==> src/llgl_pkg.sv <==
// types, constants and the digit step shared by the grid locator modules
`default_nettype none
package llgl_pkg;

   // fixed point format of the coordinates
   localparam int FRAC_BITS = 20;
   localparam int COORD_W   = 29;
   localparam int MAX_PAIRS = 6;
   localparam int LEN_W     = 4;

   // spans in whole degrees and the remainder widths that follow
   localparam int LON_SPAN  = 360;
   localparam int LAT_SPAN  = 180;
   localparam int SPAN_W    = 9;
   localparam int RAD_W     = 5;
   localparam int MAX_RADIX = 24;
   localparam int R_W       = SPAN_W + FRAC_BITS;
   localparam int P_W       = R_W + RAD_W;
   localparam int T_W       = P_W - FRAC_BITS;
   localparam int CHAR_W    = 7;
   localparam int IDX_W     = (MAX_PAIRS > 1) ? $clog2(MAX_PAIRS) : 1;
   localparam int CNT_W     = $clog2(MAX_PAIRS + 1);

   // half spans in fixed point, used for the range check and the offset
   localparam longint LON_HALF_L = longint'(LON_SPAN / 2) << FRAC_BITS;
   localparam longint LAT_HALF_L = longint'(LAT_SPAN / 2) << FRAC_BITS;

   // locator alphabet
   localparam logic [CHAR_W-1:0] CHAR_UPPER = 7'h41;
   localparam logic [CHAR_W-1:0] CHAR_LOWER = 7'h61;
   localparam logic [CHAR_W-1:0] CHAR_DIGIT = 7'h30;

   // work item handed from cell to cell
   typedef struct packed {
      logic                               err;
      logic [IDX_W-1:0]                   last_idx;
      logic [R_W-1:0]                     r_lon;
      logic [R_W-1:0]                     r_lat;
      logic [MAX_PAIRS-1:0][CHAR_W-1:0]   lon_chars;
      logic [MAX_PAIRS-1:0][CHAR_W-1:0]   lat_chars;
   } stage_type;

   // one digit of the mixed radix expansion
   typedef struct packed {
      logic [RAD_W-1:0] q;
      logic [R_W-1:0]   r;
   } digit_type;

   // radix of pair k: 18 first, then 10 and 24 in turn
   function automatic logic [RAD_W-1:0] cell_radix(input int k);
      if (k == 0) begin
         return RAD_W'(18);
      end else if ((k % 2) == 1) begin
         return RAD_W'(10);
      end else begin
         return RAD_W'(24);
      end
   endfunction

   // character base of pair k
   function automatic logic [CHAR_W-1:0] cell_base(input int k);
      if (k == 0) begin
         return CHAR_UPPER;
      end else if ((k % 2) == 1) begin
         return CHAR_DIGIT;
      end else begin
         return CHAR_LOWER;
      end
   endfunction

   // r * radix split into quotient and remainder over span << FRAC_BITS
   function automatic digit_type digit_step(input logic [R_W-1:0]    r,
                                            input logic [RAD_W-1:0]  radix,
                                            input logic [SPAN_W-1:0] span);
      logic [P_W-1:0]   prod;
      logic [T_W-1:0]   t;
      logic [T_W-1:0]   sub;
      logic [T_W-1:0]   rem;
      logic [T_W-1:0]   mult;
      logic [RAD_W-1:0] q;
      digit_type        d;
      prod = P_W'(r) * P_W'(radix);
      t    = prod[P_W-1:FRAC_BITS];
      q    = '0;
      sub  = '0;
      // the highest multiple of the span not above t
      for (int j = 1; j < MAX_RADIX; j++) begin
         mult = T_W'(j) * T_W'(span);
         if ((RAD_W'(j) < radix) && (t >= mult)) begin
            q   = RAD_W'(j);
            sub = mult;
         end
      end
      rem = t - sub;
      d.q = q;
      d.r = {rem[SPAN_W-1:0], prod[FRAC_BITS-1:0]};
      return d;
   endfunction

endpackage
`default_nettype wire

==> src/llgl_front.sv <==
// input stage: range and length check, offset and clamp of both coordinates
`default_nettype none
module llgl_front (
   input  wire logic                                clock,
   input  wire logic                                reset,
   input  wire logic                                in_valid,
   output logic                                     in_ready,
   input  wire logic [llgl_pkg::COORD_W-1:0]        latitude,
   input  wire logic [llgl_pkg::COORD_W-1:0]        longitude,
   input  wire logic [llgl_pkg::LEN_W-1:0]          locator_length,
   output logic                                     out_valid,
   input  wire logic                                out_ready,
   output llgl_pkg::stage_type                      out_data
);

   localparam int S_W = llgl_pkg::COORD_W + 1;
   localparam logic signed [S_W-1:0] LON_HALF = S_W'(llgl_pkg::LON_HALF_L);
   localparam logic signed [S_W-1:0] LAT_HALF = S_W'(llgl_pkg::LAT_HALF_L);
   localparam logic signed [S_W-1:0] LON_FULL = S_W'(2 * llgl_pkg::LON_HALF_L);
   localparam logic signed [S_W-1:0] LAT_FULL = S_W'(2 * llgl_pkg::LAT_HALF_L);

   logic                 valid_ff;
   llgl_pkg::stage_type  data_ff;
   llgl_pkg::stage_type  data_in;
   logic signed [S_W-1:0] lat_s;
   logic signed [S_W-1:0] lon_s;
   logic signed [S_W-1:0] lat_sum;
   logic signed [S_W-1:0] lon_sum;
   logic [llgl_pkg::LEN_W-2:0] half_len;
   logic [llgl_pkg::CNT_W-1:0] pairs;

   // stage moves on when empty or when the next cell takes it
   assign in_ready  = !valid_ff || out_ready;
   assign out_valid = valid_ff;
   assign out_data  = data_ff;

   // checks and offsets
   always_comb begin
      lat_s    = {latitude[llgl_pkg::COORD_W-1], latitude};
      lon_s    = {longitude[llgl_pkg::COORD_W-1], longitude};
      lat_sum  = lat_s + LAT_HALF;
      lon_sum  = lon_s + LON_HALF;
      half_len = locator_length[llgl_pkg::LEN_W-1:1];
      if (llgl_pkg::CNT_W'(half_len) > llgl_pkg::CNT_W'(llgl_pkg::MAX_PAIRS)) begin
         pairs = llgl_pkg::CNT_W'(llgl_pkg::MAX_PAIRS);
      end else begin
         pairs = llgl_pkg::CNT_W'(half_len);
      end
      data_in          = '0;
      data_in.err      = (locator_length < llgl_pkg::LEN_W'(2)) || locator_length[0] ||
                         (lon_s < -LON_HALF) || (lon_s > LON_HALF) ||
                         (lat_s < -LAT_HALF) || (lat_s > LAT_HALF);
      data_in.last_idx = llgl_pkg::IDX_W'(pairs - llgl_pkg::CNT_W'(1));
      // exactly +180 or +90 falls into the top cell
      if (lon_sum >= LON_FULL) begin
         data_in.r_lon = llgl_pkg::R_W'(LON_FULL - S_W'(1));
      end else begin
         data_in.r_lon = lon_sum[llgl_pkg::R_W-1:0];
      end
      if (lat_sum >= LAT_FULL) begin
         data_in.r_lat = llgl_pkg::R_W'(LAT_FULL - S_W'(1));
      end else begin
         data_in.r_lat = lat_sum[llgl_pkg::R_W-1:0];
      end
   end

   // stage register
   always_ff @(posedge clock) begin
      if (reset) begin
         valid_ff <= 1'b0;
      end else if (in_ready) begin
         valid_ff <= in_valid;
      end
   end

   always_ff @(posedge clock) begin
      if (in_ready && in_valid) begin
         data_ff <= data_in;
      end
   end

endmodule
`default_nettype wire

==> src/llgl_cell.sv <==
// one cell of the chain: works out one character pair and passes the item on
`default_nettype none
module llgl_cell (
   input  wire logic                              clock,
   input  wire logic                              reset,
   input  wire logic [llgl_pkg::RAD_W-1:0]        radix,
   input  wire logic [llgl_pkg::CHAR_W-1:0]       base,
   input  wire logic [llgl_pkg::IDX_W-1:0]        slot,
   input  wire logic                              in_valid,
   output logic                                   in_ready,
   input  wire llgl_pkg::stage_type               in_data,
   output logic                                   out_valid,
   input  wire logic                              out_ready,
   output llgl_pkg::stage_type                    out_data
);

   logic                  valid_ff;
   llgl_pkg::stage_type   data_ff;
   llgl_pkg::stage_type   data_in;
   llgl_pkg::digit_type   lon_dig;
   llgl_pkg::digit_type   lat_dig;

   assign in_ready  = !valid_ff || out_ready;
   assign out_valid = valid_ff;
   assign out_data  = data_ff;

   // next digit of both coordinates
   always_comb begin
      lon_dig = llgl_pkg::digit_step(in_data.r_lon, radix,
                                     llgl_pkg::SPAN_W'(llgl_pkg::LON_SPAN));
      lat_dig = llgl_pkg::digit_step(in_data.r_lat, radix,
                                     llgl_pkg::SPAN_W'(llgl_pkg::LAT_SPAN));
      data_in                  = in_data;
      data_in.r_lon            = lon_dig.r;
      data_in.r_lat            = lat_dig.r;
      data_in.lon_chars[slot]  = base + llgl_pkg::CHAR_W'(lon_dig.q);
      data_in.lat_chars[slot]  = base + llgl_pkg::CHAR_W'(lat_dig.q);
   end

   always_ff @(posedge clock) begin
      if (reset) begin
         valid_ff <= 1'b0;
      end else if (in_ready) begin
         valid_ff <= in_valid;
      end
   end

   always_ff @(posedge clock) begin
      if (in_ready && in_valid) begin
         data_ff <= data_in;
      end
   end

endmodule
`default_nettype wire

==> src/llgl_serial.sv <==
// output stage: sends the pairs of one item one transaction at a time
`default_nettype none
module llgl_serial (
   input  wire logic                              clock,
   input  wire logic                              reset,
   input  wire logic                              in_valid,
   output logic                                   in_ready,
   input  wire llgl_pkg::stage_type               in_data,
   output logic                                   rsp_valid,
   input  wire logic                              rsp_ready,
   output logic [llgl_pkg::CHAR_W-1:0]            rsp_lon_char,
   output logic [llgl_pkg::CHAR_W-1:0]            rsp_lat_char,
   output logic                                   rsp_error,
   output logic                                   rsp_last
);

   logic                         valid_ff;
   llgl_pkg::stage_type          data_ff;
   logic [llgl_pkg::IDX_W-1:0]   idx_ff;
   logic [llgl_pkg::IDX_W-1:0]   idx_in;
   logic                         take;

   // current pair
   always_comb begin
      rsp_valid = valid_ff;
      rsp_error = data_ff.err;
      rsp_last  = data_ff.err || (idx_ff == data_ff.last_idx);
      if (data_ff.err) begin
         rsp_lon_char = '0;
         rsp_lat_char = '0;
      end else begin
         rsp_lon_char = data_ff.lon_chars[idx_ff];
         rsp_lat_char = data_ff.lat_chars[idx_ff];
      end
      take     = valid_ff && rsp_ready;
      in_ready = !valid_ff || (rsp_ready && rsp_last);
      if (in_ready) begin
         idx_in = '0;
      end else if (take) begin
         idx_in = idx_ff + llgl_pkg::IDX_W'(1);
      end else begin
         idx_in = idx_ff;
      end
   end

   always_ff @(posedge clock) begin
      if (reset) begin
         valid_ff <= 1'b0;
         idx_ff   <= '0;
      end else begin
         idx_ff <= idx_in;
         if (in_ready) begin
            valid_ff <= in_valid;
         end
      end
   end

   always_ff @(posedge clock) begin
      if (in_ready && in_valid) begin
         data_ff <= in_data;
      end
   end

endmodule
`default_nettype wire

==> src/latlon_to_grid_locator_top.sv <==
// top level of the latitude/longitude to grid locator encoder
// Encodes a latitude and longitude (signed degrees times 2^20) into a grid locator,
// one transaction per character pair (longitude char, latitude char), tlast on the final
// pair. The locator_length register (reset 6) sets the pair count, saturating at six;
// an odd or short length or a coordinate beyond +-180/+-90 degrees gives one transaction
// with tuser set, tlast set and zero characters. The request passes a check stage, a
// chain of six digit cells, one per pair, and the output stage, each registered. The output
// stage sends one pair per cycle while rsp_tready is high, and takes the next item when the
// last pair of the current one is accepted; the chain takes a new request every cycle
// while earlier items are still moving, unless back-pressure from the output holds it.
`default_nettype none
module latlon_to_grid_locator_top (
   input  wire logic         clock,
   input  wire logic         reset,
   // latitude [28:0], longitude [57:29], zero [63:58]
   input  wire logic [63:0]  req_tdata,
   input  wire logic         req_tvalid,
   output logic              req_tready,
   // lon_char [6:0], lat_char [13:7], zero [15:14]
   output logic [15:0]       rsp_tdata,
   // error [0]
   output logic              rsp_tuser,
   output logic              rsp_tlast,
   output logic              rsp_tvalid,
   input  wire logic         rsp_tready,
   input  wire logic [3:0]   csr_data,
   input  wire logic         csr_valid,
   output logic              csr_ready
);

   localparam int N = llgl_pkg::MAX_PAIRS;

   logic [llgl_pkg::LEN_W-1:0]  locator_length_ff;
   logic                        stage_valid [0:N];
   logic                        stage_ready [0:N];
   llgl_pkg::stage_type         stage_data  [0:N];
   logic [llgl_pkg::CHAR_W-1:0] lon_char;
   logic [llgl_pkg::CHAR_W-1:0] lat_char;

   // configuration register
   assign csr_ready = 1'b1;

   always_ff @(posedge clock) begin
      if (reset) begin
         locator_length_ff <= llgl_pkg::LEN_W'(6);
      end else if (csr_valid && csr_ready) begin
         locator_length_ff <= csr_data;
      end
   end

   // check and offset stage
   llgl_front u_front (
      .clock          (clock),
      .reset          (reset),
      .in_valid       (req_tvalid),
      .in_ready       (req_tready),
      .latitude       (req_tdata[28:0]),
      .longitude      (req_tdata[57:29]),
      .locator_length (locator_length_ff),
      .out_valid      (stage_valid[0]),
      .out_ready      (stage_ready[0]),
      .out_data       (stage_data[0])
   );

   // chain of digit cells, one per pair
   for (genvar g = 0; g < N; g++) begin : g_cell
      llgl_cell u_cell (
         .clock     (clock),
         .reset     (reset),
         .radix     (llgl_pkg::cell_radix(g)),
         .base      (llgl_pkg::cell_base(g)),
         .slot      (llgl_pkg::IDX_W'(g)),
         .in_valid  (stage_valid[g]),
         .in_ready  (stage_ready[g]),
         .in_data   (stage_data[g]),
         .out_valid (stage_valid[g+1]),
         .out_ready (stage_ready[g+1]),
         .out_data  (stage_data[g+1])
      );
   end

   // pair by pair output
   llgl_serial u_serial (
      .clock        (clock),
      .reset        (reset),
      .in_valid     (stage_valid[N]),
      .in_ready     (stage_ready[N]),
      .in_data      (stage_data[N]),
      .rsp_valid    (rsp_tvalid),
      .rsp_ready    (rsp_tready),
      .rsp_lon_char (lon_char),
      .rsp_lat_char (lat_char),
      .rsp_error    (rsp_tuser),
      .rsp_last     (rsp_tlast)
   );

   assign rsp_tdata = {2'b00, lat_char, lon_char};

endmodule
`default_nettype wire

==> config.mk <==
export PLATFORM = sky130hd
export DESIGN_NAME = latlon_to_grid_locator_top
export DESIGN_NICKNAME = d
export VERILOG_FILES = /design/src/llgl_pkg.sv /design/src/llgl_front.sv /design/src/llgl_cell.sv /design/src/llgl_serial.sv /design/src/latlon_to_grid_locator_top.sv
export SDC_FILE = /design/constraint.sdc
export NUM_CORES = 2
export LEC_CHECK = 0
export BUFFER_PORTS_ARGS = -buffer_cell sky130_fd_sc_hd__buf_2
export CAP_MARGIN = 20
export CORE_UTILIZATION = 40
export DETAILED_ROUTE_END_ITERATION = 12
export GPL_TIMING_DRIVEN = 0
export PLACE_DENSITY_LB_ADDON = 0.15
export SLEW_MARGIN = 20
export SYNTH_ARGS = -nofsm -noshare
export SYNTH_HDL_FRONTEND = slang
export SYNTH_SLANG_ARGS = --single-unit
==> constraint.sdc <==
create_clock -name clock -period 11.5 [get_ports clock]
set_input_delay 2.3 -clock clock [delete_from_list [all_inputs] [get_ports clock]]
set_output_delay 2.3 -clock clock [all_outputs]
set_load 0.01 [all_outputs]
==> impl_summary.log <==
INFO  metric die-height = 345.0 µm
INFO  metric slew_headroom = 0.3281
INFO  metric drv_slew = 0
INFO  metric drt_drc_violations_left = 0
INFO  metric routed_wire_length_per_instance = 15.93 µm
INFO  metric die_w = 345.0 µm
INFO  metric min_path_type = reg -> reg
INFO  metric core-area = 0.1164 mm²
INFO  metric layout_cell_share_with_drive_strength_beyond_1 = 0.07582
INFO  metric worst-path-max-fanout = 7
INFO  metric grt_setup_unrepaired = no
INFO  metric yosysUniqueCellTypes = 114
INFO  metric antenna_found_initial = 0
INFO  metric ys_ff_latch = 641
INFO  metric ant_diodes = 0
INFO  metric numClockSinks = 641
INFO  metric seq_area_frac_synth = 0.4057
INFO  metric clock_tree.root_cell = clkbuf_16
INFO  metric routed_via_count_divided_by_cell_count = 5.526
INFO  metric synth.cell_area = 0.04707 mm²
INFO  metric final.period_utilization = 0.6205
INFO  metric worst_setup_path_end_kind = output port
INFO  metric max_freq = 140.1 MHz
INFO  metric gr-total-overflow = 0
INFO  metric whs = 0.4020 ns
INFO  metric setup_viol = 0
INFO  metric ant_nets = 0
INFO  metric grt_pass1_vias = 33,720
INFO  metric worstReg2RegStart = u_front.out_data[114]
INFO  metric dp_worst_setup_slack = 4.420 ns
INFO  metric detail_route.wirelength = 102,000 µm
INFO  metric area_delta_synth_final = 11.94%
INFO  metric dr_total_vias = 35,390
INFO  metric yosysTopAreaCellShare = 0.3993
INFO  metric initial_core_util = 0.4045
INFO  metric port_buffers = 82
INFO  metric post-route-min-period = 7.136 ns
INFO  metric design.final.nets = 5,446
INFO  metric cts_made_buffers = 74
INFO  metric hpwl_dp = 80,190 µm
INFO  metric grt_first_pass_wirelength = 168,500 µm
INFO  metric async_reset_ff_frac = 0
INFO  metric hold_viol_final = 0
INFO  metric synthesis.instances = 4,625
INFO  metric worstSetupStartpointType = primary input
INFO  metric cts.htree.levels = 3
INFO  metric synth_ff_type = edfxtp_1
INFO  metric final_core_utilization = 0.4528
INFO  metric hold_buffers = 0
INFO  metric die_area = 0.1191 mm²
INFO  metric clkSlewWorstSetupHoldPaths = 0.06 ns
INFO  metric crit_path_start = rsp_tready
INFO  metric boundaryPins = 94
INFO  metric synthTopCellsByArea = edfxtp_1, ha_1, a21oi_1, xnor2_1, o21ai_0
INFO  metric drt_pre_antenna_iters = 6
INFO  metric gp_congestion = 0.8766
INFO  metric arr_time_crit_path = 4.84 ns
INFO  metric synth_edf_count = 626
INFO  metric ctsLongestPathBuffers = 3
INFO  metric critical_path_required = 9.20 ns
INFO  metric yosysWarnings = 0
INFO  metric cap_viol_max_count = 0
INFO  metric post_layout_worst_setup_margin = 4.364 ns
INFO  metric post-cts-setup-buffers = 0
INFO  metric grt_start_max_net_pins = 29
INFO  metric post_synth.cell_area_avg = 10.18 µm²
INFO  metric result_of_the_run = finished clean
INFO  metric grt_resource_usage_total = 0.1671
INFO  metric row_count = 125
INFO  metric first_iter_violations = 2,302
INFO  metric cts_tree = done
INFO  metric cts.repair.resized = 0
INFO  metric synth_area_leader_cell = edfxtp_1
INFO  metric worst_slew_pin_slew = 1.006 ns
INFO  metric clock_insertion_delay_worst_skew = 0.65 ns
INFO  metric crit_type = in -> out
INFO  metric timing.clock.skew = 0.02035 ns
INFO  metric hold_path_startpoint = g_cell[2].u_cell.out_data[0]
## layout by cell type, fill, tap and decap left out, drive strengths merged, types with 16 or more instances in the layout
cell type,count
or2,25
nand3,102
o211ai,63
a21oi,409
o21bai,59
clkbuf,158
nor4,30
fa,20
nor3,109
a221oi,16
nand4,31
mux2i,18
a2111oi,23
o31a,23
nand2,299
nor2b,53
xnor2,210
a31o,22
a31oi,78
buf,127
and2,40
o31ai,47
and3,37
nand2b,98
o21a,67
o21ai,307
a21o,162
edfxtp,626
xor2,92
a211oi,58
or3,25
a21boi,23
a211o,29
nor2,312
ha,535
inv,199
clkinv,42
## Yosys cell counts, types with 53 or more instances
master,instances
a211oi_1,54
a21o_1,162
a21oi_1,409
a31oi_1,76
clkbuf_1,76
edfxtp_1,626
ha_1,535
inv_1,190
nand2_1,299
nand2b_1,98
nand3_1,102
nor2_1,310
nor2b_1,53
nor3_1,105
o211ai_1,62
o21a_1,67
o21ai_0,269
o21bai_1,59
xnor2_1,208
xor2_1,90
## cells by family (layout without fill, tap and decap cells)
logic type,count (synthesis),in the layout,synth area share
flip-flops,641,641,0.4057
adder cells (fa/ha/maj),557,557,0.1511
AND/OR/NAND/NOR,1227,1227,0.1287
multiplexers,36,36,0.01031
other,2,13,0.0001595
XOR/XNOR,302,302,0.05683
buffers and inverters,297,541,0.02437
AO/OA/AOI/OAI,1563,1563,0.2227
## worst max-delay path, cell delays in order
cell and delay, ns:
buf_2 0.13, a21boi_1 0.76, nand3_1 0.21, nor2_1 0.52, nand3_1 0.21, inv_1 0.36
nand3_1 0.16, buf_2 0.17
## flip-flops by register name, summed over array words and instances (netlist names)
signal	count
g_cell.u_cell.out_data	496
u_serial.data_ff	67
u_front.out_data	62
g_cell.u_cell.out_valid	6
locator_length_ff	4
u_serial.idx_ff	3
u_front.out_valid	1
u_serial.rsp_error	1
u_serial.rsp_valid	1
## final cells by class
type | count | area (µm²)
flip-flops and latches | 641 | 19100
repair buffers | 106 | 996.0
plain buffers | 98 | 400.4
inverters | 199 | 747.0
clock inverters | 57 | 696.9
well taps | 1524 | 1907
multi-input cells | 3698 | 26960
clock buffers | 81 | 1888
fillers | 11090 | 63670
## layer usage
metal | part of all wire | GRT usage | vias to the layer above
met5 | 0 | 0 | -
met4 | 0.023 | 0.05056 | 0
met3 | 0.039 | 0.02456 | 140
met2 | 0.44 | 0.2672 | 653
met1 | 0.50 | 0.2330 | 16400
li1 | - | - | 18190
## per-stage QoR
step	std cells	setup TNS, ns	cell area, µm²
after CTS	6404	0	52690
final	6404	0	52690
after global placement	6242	-156.55	49430
after floorplan	4636	0	47110
after detailed placement	6266	0	50110
after global routing	6404	0	52690
## path summary, 6_finish.rpt
kind | endpoint | slack (ns) | depth (start not counted)
worst min register to register | g_cell[3].u_cell.out_data[0] | 0.40 | 0
worst min-delay path | g_cell[3].u_cell.out_data[0] | 0.40 | 0
worst max-delay path | req_tready | 4.36 | 8
worst max register to register | g_cell[0].u_cell.out_data[141] | 4.56 | 23
Power is not shown: default switching activity piles up to over one toggle a cycle in this logic, so the estimate is an artifact.
